**src/rtl/bdma_queue.sv**
```systemverilog
// Two-entry request queue between front and back.
// No dependencies.
module bdma_queue #(
  parameter int WIDTH = 8
) (
  input  logic             clk,
  input  logic             rst,
  input  logic             push,
  input  logic [WIDTH-1:0] push_data,
  output logic             full,
  output logic             head_valid,
  input  logic             pop,
  output logic [WIDTH-1:0] head_data
);

  logic [WIDTH-1:0] entry [2];
  logic             wr_ptr;
  logic             rd_ptr;
  logic [1:0]       count;

  assign full       = (count == 2'd2);
  assign head_valid = (count != 2'd0);
  assign head_data  = entry[rd_ptr];

  always_ff @(posedge clk) begin
    if (push) begin
      entry[wr_ptr] <= push_data;
    end
  end

  always_ff @(posedge clk) begin
    if (rst) begin
      wr_ptr <= 1'b0;
      rd_ptr <= 1'b0;
      count  <= 2'd0;
    end else begin
      if (push) begin
        wr_ptr <= ~wr_ptr;
      end
      if (pop) begin
        rd_ptr <= ~rd_ptr;
      end
      case ({push, pop})
        2'b10:   count <= count + 2'd1;
        2'b01:   count <= count - 2'd1;
        default: count <= count;
      endcase
    end
  end

endmodule

```
**config.mk**
```make
export PLATFORM = sky130hd
export DESIGN_NAME = bdma_queue
export DESIGN_NICKNAME = d
export VERILOG_FILES = /design/src/rtl/bdma_queue.sv
export SDC_FILE = /design/constraint.sdc
export NUM_CORES = 1
export LEC_CHECK = 0
export BUFFER_PORTS_ARGS = -buffer_cell sky130_fd_sc_hd__buf_4
export CORE_UTILIZATION = 44
export DETAILED_ROUTE_END_ITERATION = 12
export PLACE_DENSITY = 0.79
export SYNTH_ARGS = -nofsm -noshare
export SYNTH_HDL_FRONTEND = slang
export SYNTH_SLANG_ARGS = --single-unit
```
**constraint.sdc**
```tcl
create_clock -name clk -period 1.3 [get_ports clk]
set_clock_uncertainty 0.2 [all_clocks]
set_input_delay 0.13 -clock clk [delete_from_list [all_inputs] [get_ports clk]]
set_output_delay 0.13 -clock clk [all_outputs]
set_load 0.05 [all_outputs]
```
# Yosys cells after proc, flatten, opt, wreduce, memory -nomap -nowiden
# Memories as Yosys holds them, arrays and structs flattened. A register that Yosys moved wholly into a read port is not among the register bits.
# Index checks and enable logic that the tools add are counted.
# totals
regBits	4
latch_bits	0
mem_bits_rw	16
mem_bits_ro	0
input_bits	12
elab_cells	18
n_memories	1
# mem_list
memory	depth	width	rd	rd_ports_with_merged_regs	wr	line	source
entry	2	8	1	1	1	16	logic [WIDTH-1:0] entry [2];
# op_classes
addsub	2
multipliers	0
div_mod_pow	0
n_lt_le_gt_ge	0
eq_ne	3
shift	0
n_mux	5
bitwise	2
n_reduce_logical	2
# ops
cell	count
$eq 2x2->1 const B	2
$mux 1	4
$pmux 2 s2	1
$reduce_bool 2->1	2
$add 2x1->2 const B	1
$eq 2x1->1 const B	1
$not 1->1	2
$sub 2x1->2 const B	1

# Logic depth before layout (Yosys ltp)
# Gate-level depths: netlist (run 1).
# depth
depth_word	3
depth_mapped	5
ltp_nobuf	5

# Worst setup path after synthesis (run 1)
# No wires, ideal clock.
# synth_path
kind	flip-flop to flip-flop
from	register wr_ptr
to	memory entry[0][0], enable pin
arrival_time_ps	694
t_required_ps	730
setup_slack_ps	35
path_stages_with_launch	2
period_less_slack_ps	1265
cell_sequence	dfxtp_1 nor2_1
# synth_rtl
element	line	source
start: declaration	17	logic wr_ptr;
start signal: assignment	38	wr_ptr <= ~wr_ptr;
end: declaration	16	
# No word-level cell before the write port.

==> flow_summary_export.csv, run 1 <==
group,metric,value,unit
cells_and_area,drive_above_1_share,0.511,
placed_design,place_congestion,0.664,
cells_and_area,utilization,0.820,
worst_setup_path,slowest_delay,350,ps
global_route,grt_max_degree,12,
detailed_routing,drc_errors,0,
sta,period_needed,1580,ps
worst_setup_path,critical_path.endpoint_type,"output pin",
worst_setup_path,cp_slowest_cell,"dfxtp_2",
worst_setup_path,crit_fanout,8,
clocking,cts_tree,"done",
cells_and_area,syn_to_final_growth,65.0,%
sta,fin_tns_setup,-2330,ps
detailed_routing,drt_iter0_drc,5,
sta,rsz0062_at_grt,"yes",
floorplan,die-area,0.00195,mm^2
sta,slew_headroom,0.835,
floorplan,die_w,44.2,um
placed_design,preCtsSetupSlack,-43.2,ps
flow_run,drv_cap,0,
power_and_ir_drop,fin_total_pwr,1.62,mW
power_and_ir_drop,vdd_ir_drop_max,0.799,mV
clocking,cts.sinks,21,
sta,period_share,1.21,
power_and_ir_drop,p_leak,0.537,nW
synth,synth_area_per_cell,16.7,um^2
clocking,root_buffer,"clkbuf_4",
floorplan,die_height,44.2,um
floorplan,std_cell_rows,14,
synth,yosysSeqAreaShare,0.741,
cells_and_area,nets,104,
worst_setup_path,start_kind,"register",
sta,hold_ws,39.2,ps
status,status,"complete, but fails checks",
sta,slew_viol_final,0,
worst_setup_path,arrival,1250,ps
synth,ys_types,15,
power_and_ir_drop,power_density,1250,mW/mm^2
worst_setup_path,crit_chain,"buf_12 > mux2_4 > buf_8",
cells_and_area,multi_input_area,230,um^2
status,violations,"setup timing",
synth,ys_warn_count,0,
clocking,clockBufferDepth,2,
clocking,insertion_delay,300,ps
synth,netlist_instances,47,
synth,syn_area,783,um^2
cells_and_area,fillers,95,
clocking,h-tree-depth,1,
sta,final_hold_viol_count,0,
clocking,path_clk_slew,100,ps
synth,synth-seq-cells,21,
global_route,grt_usage,0.192,
synth,synth.net_count,60,
floorplan,initial_core_util,0.497,
worst_setup_path,path_class,"register to output pin",
cells_and_area,seqCellArea,584,um^2
clocking,cts-buffers-inserted,3,
global_route,grt_pass1_vias,564,
detailed_routing,postRouteAntennaNets,0,
sta,fmax,634,MHz
detailed_routing,wl_per_cell,14.9,um
cells_and_area,instances_no_fill,106,
global_route,grt_overflow,0,
floorplan,io_pins,22,
placed_design,hpwlAfterDp,883,um
sta,fin_ws,-278,ps
detailed_routing,vias,521,
floorplan,core,0.00158,mm^2
placed_design,place_inst,89,
global_route,grt_first_pass_wirelength,2.53,mm
worst_setup_path,cp.required,970,ps
min_path,hold_path.class,"input port to register",
cells_and_area,num_antenna_cells,0,
sta,finalSetupViolations,10,
cells_and_area,final_area,0.00129,mm^2
detailed_routing,avgViaCountPerCell,4.92,
detailed_routing,drt_pre_antenna_iters,6,
sta,tightest_slew,245,ps
placed_design,portBuffers,21,
placed_design,place_area,0.00103,mm^2
detailed_routing,routed_wl,1.58,mm
global_route,antenna_found_initial,0,
[layout make-up]
type | count | share of cell area
timing repair buffer | 40 | 0.331
tap | 16 | 0.0155
sequential | 21 | 0.452
clock buffer | 4 | 0.0203
multi-input combinational | 24 | 0.178
inverter | 1 | 0.00290
[worst max-delay path: cells and delay by family, from the launching register on]
| kind | cells | cell delay (ps) |
|---|---|---|
| flops | 1 | 350 |
| buf+inv | 2 | 280 |
| mux | 1 | 310 |
[flip-flops by register name, summed over array words and instances (netlist names), named ones only]
signal  cells
entry      16
wr_ptr      1
rd_ptr      1
count       2
[final timing paths]
path / slack, ps / to / from / depth (start not counted)
max: -280 / head_data[6] / register / 3
min: 40 / count[1] / pop / 4
max reg2reg: 0 / count[1] / count[0] / 4
min reg2reg: 330 / rd_ptr / rd_ptr / 2
[cell families after synthesis]
kind of cell               after synthesis  synth area share
xor gates and xnor gates                 4            0.0447
AOI/OAI and AO/OA                        2            0.0128
muxes                                    8             0.115
and+or+nand+nor                          9            0.0591
adders and majority gates                1            0.0160
DFF                                     21             0.741
buffers and inverters                    2            0.0112
[what timing repair did]
action,in CTS,in global routing
resized for setup,31,2
setup buffers,2,0
hold endpoints to repair,21,0
pin swaps,1,0
hold buffers,11,0
endpoints found under the setup margin,10,11
[where the power goes]
group	internal (mW)	total [mW]	leakage, nW	switching (mW)
registers	0.777	0.799	0.193	0.0221
logic	0.263	0.515	0.329	0.252
clock network	0.120	0.307	0.0150	0.188
total	1.16	1.62	0.537	0.462
[cells in the mapped netlist]
master    number  share of area
a21oi_1        1         0.0064
and2_1         1         0.0080
and2b_2        1          0.011
buf_2          1         0.0064
dfxtp_1        5           0.13
edfxtp_1      16           0.61
ha_1           1          0.016
inv_1          1         0.0048
mux2_2         8           0.12
nor2_1         5          0.024
o21ai_0        1         0.0064
or2_2          1         0.0080
or3_1          1         0.0080
xnor2_1        3          0.034
xor2_1         1          0.011
[routing by layer]
| metal | GRT usage | routed length [um] | share of wire | vias up |
|---|---|---|---|---|
| li1 | - | - | - | 257 |
| met1 | 0.206 | 609 | 0.39 | 241 |
| met2 | 0.350 | 882 | 0.56 | 19 |
| met3 | 0.0327 | 58 | 0.037 | 4 |
| met4 | 0.109 | 29 | 0.018 | 0 |
| met5 | 0 | 0 | 0 | - |
[cells in the final DEF, fill, tap and decap left out, types with 2 or more instances in the layout]
master and n:
dlygate4sd3_1 11, nor2_1 5, buf_4 17, buf_12 2
buf_8 10, clkbuf_4 3, xnor2_1 3, dfxtp_1 2
dfxtp_2 3, edfxtp_1 16, mux2_4 8
Note: power is estimated with default switching activity, not from simulation.
==> run 2: changes to the inputs <==
--- a/config.mk
+++ b/config.mk
@@ -6,9 +6,10 @@
 export NUM_CORES = 1
 export LEC_CHECK = 0
 export BUFFER_PORTS_ARGS = -buffer_cell sky130_fd_sc_hd__buf_4
-export CORE_UTILIZATION = 44
+export CORE_UTILIZATION = 48
 export DETAILED_ROUTE_END_ITERATION = 12
-export PLACE_DENSITY = 0.79
+export PLACE_DENSITY = 0.81
+export RECOVER_POWER = 25
 export SYNTH_ARGS = -nofsm -noshare
 export SYNTH_HDL_FRONTEND = slang
 export SYNTH_SLANG_ARGS = --single-unit
==> constraint.sdc (replaced) <==
create_clock -name clk -period 1.48 [get_ports clk]
set_clock_uncertainty 0.2 [all_clocks]
set_input_delay 0.148 -clock clk [delete_from_list [all_inputs] [get_ports clk]]
set_output_delay 0.148 -clock clk [all_outputs]
set_load 0.05 [all_outputs]
==> run 2 against run 1 <==
Critical endpoint is now head_data[4]. Flip-flop and latch count unchanged. Worst hold slack improved by 79 ps. Worst setup slack improved by 200 ps. Global-route usage decreased by 2.0 points. Non-clock buffer count decreased by 7. Power decreased by 18%. Register-to-register slack improved by 180 ps. Largest cell class unchanged. Combinational power decreased by 31%. Utilization decreased by 4.6 points. The run still ends with setup timing left. Clock power decreased by 17%.
==> flow_summary_export.csv, run 2 (synthesized netlist as in run 1, its figures left out) <==
group,metric,value,unit
status,status,"complete, but fails checks",
status,violations,"setup timing",
cells_and_area,fillers,96,
worst_setup_path,rr_startpoint,"wr_ptr",
flow_run,drv_cap,0,
power_and_ir_drop,power_density,1140,mW/mm^2
global_route,grt_overflow,0,
cells_and_area,largest_reg_flops,16,
min_path,worstHoldStart,"pop",
global_route,grt_pass1_vias,548,
clocking,clockBufferDepth,2,
power_and_ir_drop,fin_total_pwr,1.33,mW
global_route,grt_first_pass_wirelength,2.26,mm
sta,fin_tns_setup,-592,ps
worst_setup_path,crit_fanout,8,
floorplan,io_pins,22,
cells_and_area,final_cell_mix,"edfxtp_1, dlygate4sd3_1, buf_6",
min_path,hold_end,"count[0]",
sta,slew_viol_final,0,
sta,period_share,1.05,
detailed_routing,drc_errors,0,
sta,tightest_slew,406,ps
global_route,antenna_found_initial,0,
placed_design,hpwlAfterDp,932,um
worst_setup_path,r2r_cells,1,
global_route,grt_usage,0.171,
cells_and_area,regMostFlops,"entry",
sta,period_needed,1560,ps
cells_and_area,drive_above_1_share,0.446,
clocking,root_buffer,"clkbuf_4",
worst_setup_path,critical_path.endpoint_type,"output pin",
placed_design,preCtsSetupSlack,34.5,ps
detailed_routing,routed_wl,1.41,mm
cells_and_area,reg_top3,"entry (16), count (2)",
worst_setup_path,arrival,1210,ps
worst_setup_path,rrSetupSlack,180,ps
floorplan,initial_core_util,0.520,
detailed_routing,postRouteAntennaNets,0,
cells_and_area,nets,97,
detailed_routing,wl_per_cell,14.2,um
detailed_routing,avgViaCountPerCell,4.92,
detailed_routing,drt_pre_antenna_iters,3,
sta,slew_headroom,0.729,
floorplan,core,0.00151,mm^2
clocking,insertion_delay,280,ps
sta,rsz0062_at_grt,"yes",
cells_and_area,final_area,0.00117,mm^2
min_path,whs_path_depth,4,
clocking,h-tree-depth,1,
power_and_ir_drop,vdd_ir_drop_max,0.703,mV
detailed_routing,vias,487,
clocking,path_clk_slew,110,ps
min_path,hold_path.class,"input port to register",
global_route,grt_max_degree,12,
power_and_ir_drop,p_leak,0.477,nW
detailed_routing,drt_iter0_drc,4,
worst_setup_path,timing.rr.end,"entry[1][0]",
worst_setup_path,cp.required,1130,ps
cells_and_area,syn_to_final_growth,48.9,%
sta,hold_ws,118,ps
floorplan,die-area,0.00180,mm^2
clocking,cts.sinks,21,
clocking,cts_tree,"done",
sta,fmax,642,MHz
floorplan,std_cell_rows,14,
cells_and_area,num_antenna_cells,0,
sta,finalSetupViolations,8,
cells_and_area,layout_commonest_cell,"edfxtp_1",
clocking,cts_setup_buffers,0,
placed_design,portBuffers,21,
sta,fin_ws,-76.9,ps
placed_design,place_congestion,0.655,
sta,final_hold_viol_count,0,
worst_setup_path,path_class,"register to output pin",
floorplan,die_height,42.4,um
floorplan,die_w,42.4,um
worst_setup_path,start_kind,"register",
placed_design,place_area,963,um^2
clocking,cts-buffers-inserted,3,
-- run 2: cell types whose count changed in the layout (fill, tap and decap cells not counted), sizes merged --
cell / delta
buf: -12
clkbuf: +5
-- run 2: metal layers --
layer | vias up | GRT usage | wire length (um)
met5 | - | 0 | 0
met4 | 0 | 0.0750 | 14
met3 | 2 | 0.0129 | 38
met2 | 13 | 0.314 | 783
met1 | 233 | 0.204 | 573
li1 | 239 | - | -
-- run 2: worst max-delay path by stage --
stage / start / to / slack (ps) / cells past startpoint
detailed placement: register / head_data[4] / 30 / 2
global route: register / head_data[4] / -110 / 2
global placement: register / head_data[5] / 60 / 2
finish: register / head_data[4] / -80 / 2
floorplan: register / head_data[0] / 210 / 2
CTS: register / head_data[4] / -90 / 2
-- run 2: report_power, final --
group	switching, mW	internal (mW)
Sequential	0.0302	0.682
Combinational	0.192	0.165
Clock	0.151	0.104
Total	0.374	0.952
-- run 2: final cells by class --
| cell class | count | area, um^2 | share of cell area |
|---|---|---|---|
| Sequential cell | 21 | 587 | 0.503 |
| Inverter | 1 | 3.75 | 0.00322 |
| Clock buffer | 4 | 26.3 | 0.0225 |
| Multi-Input combinational cell | 24 | 224 | 0.192 |
| Timing Repair Buffer | 33 | 305 | 0.262 |
| Tap cell | 16 | 20.0 | 0.0172 |
-- run 2: what timing repair did --
item                                    4_1_cts  5_1_grt
hold endpoints to repair                     21        0
gates resized for setup                      18        3
hold buffers                                 11        0
pin swaps                                     0        0
gates cloned                                  0        0
endpoints found under the setup margin        8       10
-- run 2: critical path, cell delays in order, from the launching register on --
cell and delay, ps:
dfxtp_4 450, mux2_4 320, buf_6 150
-- run 2: stage by stage --
step                std cells  utilization
detailed placement         84        0.640
global route               99        0.774
finish                     99        0.774
global placement           84        0.640
floorplan                  47            -
CTS                        99        0.772
