<file path="src/rtl/bdma_pkg.sv">
// Shared types and codes of the bounded data memory access unit.
// No dependencies.
package bdma_pkg;

  typedef enum logic [1:0] {
    ST_OK         = 2'd0,
    ST_OOB        = 2'd1,
    ST_MISALIGNED = 2'd2
  } bdma_status_t;

  typedef enum logic {
    CMD_LOAD  = 1'b0,
    CMD_STORE = 1'b1
  } bdma_cmd_t;

  typedef enum logic [1:0] {
    SZ_BYTE   = 2'd0,
    SZ_HALF   = 2'd1,
    SZ_WORD   = 2'd2,
    SZ_DOUBLE = 2'd3
  } bdma_size_t;

  localparam logic CFG_BASE  = 1'b0;
  localparam logic CFG_BYTES = 1'b1;

  localparam logic [31:0] BASE_RESET  = 32'd0;
  localparam logic [12:0] BYTES_RESET = 13'd4096;

  typedef struct packed {
    bdma_cmd_t    cmd;
    bdma_size_t   size;
    logic         sext;
    bdma_status_t status;
    logic [2:0]   lane;
    logic [63:0]  data;
  } bdma_req_t;

  function automatic logic [3:0] size_bytes(bdma_size_t s);
    return 4'd1 << s;
  endfunction

endpackage

</file>
<file path="src/rtl/bdma_front.sv">
// Front end: window registers, request accept, bounds and alignment check.
// Depends on bdma_pkg.
module bdma_front
  import bdma_pkg::*;
#(
  parameter int MEM_BYTES = 4096,
  parameter int ROW_W     = 9
) (
  input  logic             clk,
  input  logic             rst,
  input  logic             cfg_we,
  input  logic             cfg_index,
  input  logic [31:0]      cfg_data,
  input  logic             req_valid,
  output logic             req_stall,
  input  logic             cmd,
  input  logic [1:0]       access_size,
  input  logic             sign_extend,
  input  logic [31:0]      address,
  input  logic [63:0]      store_data,
  input  logic             busy,
  input  logic             q_full,
  output logic             push,
  output bdma_req_t        push_req,
  output logic [ROW_W-1:0] push_row
);

  logic [31:0] base_address;
  logic [12:0] bytes_in_use;
  logic [32:0] win;
  logic [32:0] limit;
  logic [32:0] end_addr;
  logic [31:0] off;
  logic [3:0]  nbytes;
  logic        oob;
  logic        misaligned;

  always_ff @(posedge clk) begin
    if (rst) begin
      base_address <= BASE_RESET;
      bytes_in_use <= BYTES_RESET;
    end else if (cfg_we) begin
      case (cfg_index)
        CFG_BASE:  base_address <= cfg_data;
        CFG_BYTES: bytes_in_use <= cfg_data[12:0];
        default:   base_address <= base_address;
      endcase
    end
  end

  always_comb begin
    nbytes   = size_bytes(bdma_size_t'(access_size));
    win      = (33'(bytes_in_use) > 33'(MEM_BYTES)) ? 33'(MEM_BYTES) : 33'(bytes_in_use);
    limit    = {1'b0, base_address} + win;
    end_addr = {1'b0, address} + 33'(nbytes);
    oob      = (address < base_address) || (end_addr > limit);
    off      = address - base_address;
    misaligned = (bdma_cmd_t'(cmd) == CMD_LOAD) &&
                 ((off[2:0] & (nbytes[2:0] - 3'd1)) != 3'd0);
  end

  assign req_stall = busy || q_full;
  assign push      = req_valid && !req_stall;

  always_comb begin
    push_req.cmd    = bdma_cmd_t'(cmd);
    push_req.size   = bdma_size_t'(access_size);
    push_req.sext   = sign_extend;
    push_req.status = oob ? ST_OOB : (misaligned ? ST_MISALIGNED : ST_OK);
    push_req.lane   = off[2:0];
    push_req.data   = store_data;
    push_row        = off[ROW_W+2:3];
  end

endmodule

</file>
<file path="config.mk">
export PLATFORM = sky130hd
export DESIGN_NAME = bdma_front
export DESIGN_NICKNAME = d
export VERILOG_FILES = /design/src/rtl/bdma_pkg.sv /design/src/rtl/bdma_front.sv
export SDC_FILE = /design/constraint.sdc
export NUM_CORES = 1
export LEC_CHECK = 0
export ABC_AREA = 1
export BUFFER_PORTS_ARGS = -buffer_cell sky130_fd_sc_hd__buf_2
export CAP_MARGIN = 5
export CORE_MARGIN = 2
export CORE_UTILIZATION = 40
export CTS_CLUSTER_DIAMETER = 40
export DETAILED_ROUTE_END_ITERATION = 7
export PLACE_DENSITY = 0.79
export SLEW_MARGIN = 25
export SYNTH_ARGS = -nofsm -noshare
export SYNTH_HDL_FRONTEND = slang
export SYNTH_SLANG_ARGS = --single-unit
</file>
<file path="constraint.sdc">
create_clock -name clk -period 5.6 [get_ports clk]
set_input_delay 1.12 -clock clk [delete_from_list [all_inputs] [get_ports clk]]
set_output_delay 1.12 -clock clk [all_outputs]
set_load 0.1 [all_outputs]
</file>
-- Word level (Yosys, flattened, before mapping)
Index checks and enable logic that the tools add are counted.
- bits in registers: 45
- output and inout port bits: 84
- bitwise operators: 3
- $add $sub $neg: 4
- mux-type cells: 3
- shift operators: 1
- order comparisons: 3
- reductions and logical operators: 8
- operators by type and width (kind ; number):
    adder 32 x 13 -> 33 bit ; 1
    adder 32 x 4 -> 33 bit ; 1
    greater-than comparator 33 bit ; 1
    less-than comparator 32 bit ; 1
    greater-than comparator 13 bit (second input constant) ; 1
    two-way mux 13 bit ; 1
    subtractor 12 bit ; 1
    two-way mux 2 bit ; 2
    AND reduction 2 bit ; 2
    left shift 1 x 2 -> 4 bit (first input constant) ; 1
    bitwise AND 3 bit ; 1
    nonzero test 3 bit ; 1
    subtractor 3 x 1 -> 3 bit (second input constant) ; 1
    logical AND 1 bit ; 2
    logical OR 1 bit ; 2
    inverter 1 bit ; 2
    zero test 1 bit ; 1

-- Longest topological paths before layout
Gate-level depths: netlist of run 1.
- word-level depth: 7
- depth in mapped cells: 27
- mapped depth without buffers: 27

-- Worst setup path before layout of run 1
No wires, ideal clock.
- path type: input port to output port
- start: input address[0]
- end: output push_req[68] in the netlist's numbering
- required time: 4.480 ns
- setup slack: -0.570 ns
- stages on the path: 8
- arrival time: 5.050 ns
- cell sequence: inv_1 -> ha_1 -> fa_1 -> xnor2_1 -> nand2_1 -> a21oi_1 -> o21ai_0 -> nor2_1
- RTL lines (what ; line ; RTL):
    start: declaration ; bdma_front.sv:19 ; input logic [31:0] address,
    end: declaration ; bdma_front.sv:24 ; output bdma_req_t push_req,

==> reports/metrics.cfg, run 1 <==
[outcome]
status=complete, no violations

[setup_path]
end_kind=output pin
crit_chain=nor4_4 -> a31oi_1 -> nor2_1 -> ha_1 -> a21oi_1 -> o21ai_0 -> a21oi_1 -> nand2_1 -> xor2_1 -> ha_1 -> nand2_1 -> nor2_1 -> inv_1 -> nor4_1 -> nand2_1 -> nand2_1 -> nand2_1 -> nor2_2 -> buf_12
arrival_ns=4.28
cp_max_fo=5
max_stage_delay_ns=0.37
crit_top_cell=nand2_1
cp-start-kind=register
slowest_stage=nor4_1
path_class=reg -> out
critPathRequiredTime_ns=4.48

[cts]
cts.path.max_buffers=2
cts_tree=yes
cts_inserted_buffers=5
htreeDepth=2
cts_sinks=45
cts_hold_buf=0
clk-insertion-delay-late_ns=0.29
cts.clk_slew.worst_paths_ns=0.07
clockRootBuffer=clkbuf_16

[synthesis]
ys_top_cells_by_area=ha_1, dfxtp_1, nand2_1
ys_ff_latch=45
synth_compound_area_frac=0.148
netlist-cell-type-count=42
ys_seq_area_frac=0.149
synth.most_common_cell=nand2_1
netlist_area_um2=6060
synthTopCellsByCount=nand2_1, inv_1, a21oi_1
synth_edf_count=0
netlist_instances=917
synth_warnings=0
yosys-mux-area-fraction=0
synth_xor_area_frac=0.0955
syn_area_per_cell_um2=6.60
synth-simple-area-share=0.269
synth_top_cell_area_share=0.169
ys.flop_type=dfxtp_1
async_flop_share=0
synth_fa_ha_area_frac=0.179
synth.largest_area_cell=ha_1
synth_top_family_by_area=simple AND/OR/NAND/NOR gates
synthesis.nets=1141

[layout]
nNetsFinal=1163
syn2layout_area_growth_pct=6.57
multi_input_area_um2=4260
drive_above_1_share=0.152
design_area_um2=6450
antenna_cells=0
seqCellArea_um2=901
nFillCells=1514

[die]
design.core.area_um2=14600
die_area_um2=16100
num_io_pins=223
start_util=0.414
die_y_um=127
rows=44
die_x_um=127

[global_route]
grt.total_usage=0.193
grt_start_max_net_pins=64
grt_pass1_vias=5654
grt_first_pass_wirelength_um=25800
antenna_found_initial=0
overflow=0

[timing]
hold_viol_final=0
period_minus_slack_ns=5.40
setup_tns_ns=0
fmax_ghz=0.185
slew_violations=0
fin_ws_ns=0.203
worstMarginPinSlew_ns=0.906
setup_violations=0
min_period_over_period=0.964
fin_hold_ws_ns=0.491
relSlewSlack=0.392
fin_skew_ns=0

[worst_hold_path]
hp-class=reg -> reg

[placed_design]
gp_congestion=0.975
placed_area_um2=6230
place_ws_ns=0.271
place.port_buffers=92
hpwl_um=13500

[pwr]
power_mw=1.26
p_leak_nw=2.98
ir_worst_vdd_uv=155
powerDensity_nw_per_um2=196

[route]
routed_wl_um=15900
dr.pass1.iters=5
via_per_inst=5.29
wl_per_cell_um=14.2
vias=5942
first_iter_violations=353
drt_drc_violations_left=0
ant_nets=0

[job]
drv_cap=0

critical path, delay by kind of cell (launching register included):
family	cells	cell delay [ns]
and+or+nand+nor	10	1.71
AOI/OAI and AO/OA	4	0.85
adders and majority gates	2	0.60
buffers and inverters	2	0.29
DFF	1	0.33
xor gates and xnor gates	1	0.19
routing by layer:
layer	global-route usage	vias up	part of all wire
met3	0.0289	52	0.063
li1	-	2995	-
met5	0	-	0
met4	0.0918	0	0.034
met1	0.251	2668	0.45
met2	0.316	227	0.46
state kept, by name, indices dropped and copies added, names as in the netlist:
register and flops:
base_address 32, bytes_in_use 13
cells in the final DEF (no fill, tap or decap), drive strengths merged, types with 2 or more instances in the layout:
cell,n
nand3b,2
inv,105
nand2,194
a31oi,3
nand3,31
clkinv,4
xor2,42
nor2,94
ha,82
a21oi,94
a21o,4
clkbuf,5
nor3,20
fa,3
o21ai,66
nand4,7
dfxtp,45
buf,95
nor4,11
xnor2,24
final timing paths:
kind,slack (ns),cells after the start,from,end
max,0.20,19,bytes_in_use[8]$_SDFFE_PP0P_,push_req[68]
min,0.49,2,base_address[3]$_SDFFE_PP0P_,base_address[3]$_SDFFE_PP0P_
max reg2reg,4.84,2,base_address[22]$_SDFFE_PP0P_,base_address[22]$_SDFFE_PP0P_
min reg2reg,0.49,2,base_address[3]$_SDFFE_PP0P_,base_address[3]$_SDFFE_PP0P_
through the flow:
step,utilization,cells
after global placement,0.425,1113
final,0.441,1124
after detailed placement,0.425,1113
after CTS,0.436,1121
after global routing,0.441,1124
after floorplan,-,917
area by class of cell:
class / count / area share
clock buffer: 5 / 0.0194
clock inverter: 3 / 0.00388
inverter: 107 / 0.0624
multi-input combinational: 685 / 0.660
sequential: 45 / 0.140
tap: 184 / 0.0357
timing repair buffer: 95 / 0.0795
report_power, final:
group | internal (mW) | switching (mW) | total (mW)
clock network | 0.167 | 0.125 | 0.293
logic | 0.178 | 0.433 | 0.611
registers | 0.342 | 0.0187 | 0.361
total | 0.687 | 0.577 | 1.26
logic make-up after synthesis:
family                     after synthesis
AOI/OAI and AO/OA                      171
and+or+nand+nor                        362
DFF                                     45
buffers and inverters                  188
adders and majority gates               85
xor gates and xnor gates                66
repair_timing:
item / CTS / global route
gates resized for setup: 0 / 8
setup endpoints to repair: 0 / 2
buffers inserted: 0 / 2
(Power assumes the default switching activity.)
==> inputs of run 2 (changes only) <==
--- a/config.mk
+++ b/config.mk
@@ -5,14 +5,13 @@
 export SDC_FILE = /design/constraint.sdc
 export NUM_CORES = 1
 export LEC_CHECK = 0
-export ABC_AREA = 1
 export BUFFER_PORTS_ARGS = -buffer_cell sky130_fd_sc_hd__buf_2
 export CAP_MARGIN = 5
 export CORE_MARGIN = 2
 export CORE_UTILIZATION = 40
 export CTS_CLUSTER_DIAMETER = 40
 export DETAILED_ROUTE_END_ITERATION = 7
-export PLACE_DENSITY = 0.79
+export PLACE_DENSITY = 0.8
 export SLEW_MARGIN = 25
 export SYNTH_ARGS = -nofsm -noshare
 export SYNTH_HDL_FRONTEND = slang
==> constraint.sdc (replaced) <==
create_clock -name clk -period 5.6 [get_ports clk]
set_input_delay 0.56 -clock clk [delete_from_list [all_inputs] [get_ports clk]]
set_output_delay 0.56 -clock clk [all_outputs]
set_load 0.1 [all_outputs]
==> run 2 against run 1 <==
Critical path depth unchanged. Non-clock buffer count up 1. Critical path type unchanged. Via count down 19%. First-iteration DRC count up 5.4%. Critical endpoint unchanged. Area after synthesis down 9.0%. Synthesized cell count down 20%. Clock skew unchanged. Worst hold slack worse by 0.037 ns.
==> reports/metrics.cfg, run 2 <==
[pwr]
ir_worst_vdd_uv=105  ; -32%
powerDensity_nw_per_um2=196  ; +0.10%
p_leak_nw=2.47  ; -17%

[layout]
largest_reg_flops=32  ; unchanged
antenna_cells=0  ; unchanged
design_area_um2=5840  ; -9.4%
final_cell_mix=nand2_1, buf_2, ha_1
top_regs=base_address: 32 flops, bytes_in_use: 13 flops
final_common_cell=nand2_1
nNetsFinal=973  ; -16%
regMostFlops=base_address
drive_above_1_share=0.160  ; +0.00787
syn2layout_area_growth_pct=6.04

[timing]
rsz0062_at_grt=false
fmax_ghz=0.188  ; +1.3%
hold_viol_final=0  ; unchanged
slew_violations=0  ; unchanged
relSlewSlack=0.500  ; +0.108
setup_tns_ns=0  ; unchanged
fin_ws_ns=0.270  ; +0.0668 ns
worstMarginPinSlew_ns=0.750  ; -0.156 ns
min_period_over_period=0.952  ; -0.0119
setup_violations=0  ; unchanged
period_minus_slack_ns=5.33  ; -0.0668 ns
fin_skew_ns=0  ; unchanged

[global_route]
grt_pass1_vias=4439  ; -21%
grt_start_max_net_pins=46  ; -28%
overflow=0  ; unchanged
grt.total_usage=0.173  ; -0.0206
grt_first_pass_wirelength_um=20700  ; -20%
antenna_found_initial=0  ; unchanged

[die]
rows=42  ; -4.5%
die_area_um2=14700  ; -8.7%
die_y_um=121  ; -4.5%
design.core.area_um2=13300  ; -8.9%
die_x_um=121  ; -4.5%
start_util=0.413  ; -0.000617
num_io_pins=223  ; unchanged

[synthesis]
syn_area_per_cell_um2=7.50  ; +14%
synth_top_cell_area_share=0.186  ; +0.0167
synth.largest_area_cell=ha_1
netlist_instances=735  ; -20%
synth.most_common_cell=nand2_1
ys_ff_latch=45  ; unchanged
synthesis.nets=959  ; -16%
synth_warnings=0  ; unchanged
netlist-cell-type-count=56  ; +33%
synth_edf_count=0  ; unchanged
ys.flop_type=dfxtp_1
async_flop_share=0  ; unchanged
ys_top_cells_by_area=ha_1, dfxtp_1, buf_4
netlist_area_um2=5510  ; -9.0%
ys_seq_area_frac=0.163  ; +0.0147
synthTopCellsByCount=nand2_1, ha_1, a21oi_1

[cts]
cts_sinks=45  ; unchanged
clockRootBuffer=clkbuf_16
htreeDepth=2  ; unchanged
cts_tree=yes
clk-insertion-delay-late_ns=0.28  ; about the same
cts.path.max_buffers=2  ; unchanged
post_cts_buffers=0  ; unchanged
cts_inserted_buffers=5  ; unchanged
cts_hold_buf=0  ; unchanged
cts.clk_slew.worst_paths_ns=0.06  ; about the same

[route]
ant_nets=0  ; unchanged
wl_per_cell_um=13.7  ; -3.2%
dr.pass1.iters=5  ; unchanged
routed_wl_um=12700  ; -20%
first_iter_violations=372  ; +5.4%
via_per_inst=5.20  ; -1.6%
drt_drc_violations_left=0  ; unchanged
vias=4815  ; -19%

[setup_path]
cp-start-kind=register
cp_max_fo=11  ; +6
arrival_ns=4.77  ; +0.49 ns
path_class=reg -> out
critPathRequiredTime_ns=5.04  ; +0.56 ns
end_kind=output pin

[placed_design]
place.port_buffers=92  ; unchanged
place_ws_ns=0.535  ; +0.265 ns
hpwl_um=10700  ; -20%
gp_congestion=0.909  ; -6.8%
placed_area_um2=5660  ; -9.2%

[worst_hold_path]
hp-class=reg -> reg

[outcome]
status=complete, no violations

[job]
drv_cap=0  ; unchanged

run 2: cell type report:
type / instances / area (µm²)
Fill cell: 1342 / 7500
Multi-Input combinational cell: 555 / 3870
Sequential cell: 45 / 901
Timing Repair Buffer: 96 / 508
Tap cell: 176 / 220
Inverter: 46 / 173
Clock buffer: 7 / 143
Clock inverter: 1 / 30.0
run 2: repair_timing:
item | in CTS | in global routing
resized for setup | 0 | 4
setup endpoints to repair | 0 | 2
endpoints found under the hold margin | 0 | 0
run 2: per-layer routing:
layer  global-route usage  part of all wire
met1                0.238              0.48
met2                0.272              0.43
met3               0.0202             0.061
met4               0.0718             0.028
met5                    0                 0
run 2: worst paths after layout:
check | startpoint | end | slack, ns | cells past startpoint
hold / removal | bytes_in_use[5]$_SDFFE_PP0P_ | bytes_in_use[5]$_SDFFE_PP0P_ | 0.45 | 2
setup / recovery | bytes_in_use[12]$_SDFFE_PP1P_ | push_req[68] | 0.27 | 19
setup reg to reg | base_address[1]$_SDFFE_PP0P_ | base_address[1]$_SDFFE_PP0P_ | 4.82 | 2
hold reg to reg | bytes_in_use[5]$_SDFFE_PP0P_ | bytes_in_use[5]$_SDFFE_PP0P_ | 0.45 | 2
run 2: kinds of logic (layout without fill, tap and decap cells):
kind of cell,Yosys count,in the layout,share of synthesized area
flops,45,45,0.163
simple gates,257,257,0.227
fa+ha+maj,85,85,0.197
xor+xnor,68,68,0.108
compound gates,145,145,0.164
buf+inv,135,150,0.140
run 2: stage by stage:
stage	utilization	power, mW	instances	hold WS, ns
floorplan	-	0.922	735	0.432
global placement	0.424	0.808	918	0.441
detailed placement	0.424	0.814	918	0.442
CTS	0.437	1.15	926	0.453
global route	0.438	1.21	926	0.479
finish	0.438	1.15	926	0.454
run 2: power breakdown:
part           switching [mW]  internal [mW]  total [mW]  leakage (nW)
clock network           0.114          0.223       0.337        0.0841
logic                   0.314          0.147       0.461          2.02
registers              0.0129          0.335       0.348         0.368
total                   0.441          0.705        1.15          2.47
run 2: critical path, cell delays in order, from the launching register on:
cell	delay, ns
dfxtp_1	0.37
buf_4	0.19
nor2b_1	0.06
ha_1	0.34
o21ai_1	0.10
o21ai_1	0.16
a31oi_2	0.14
o21ai_1	0.31
a41o_1	0.41
nand3_1	0.14
xnor2_1	0.14
ha_1	0.31
nand4_1	0.14
nor4_2	0.27
or4b_1	0.50
a31oi_1	0.17
nor3_1	0.07
o21ba_1	0.29
nor4_4	0.06
clkbuf_4	0.30
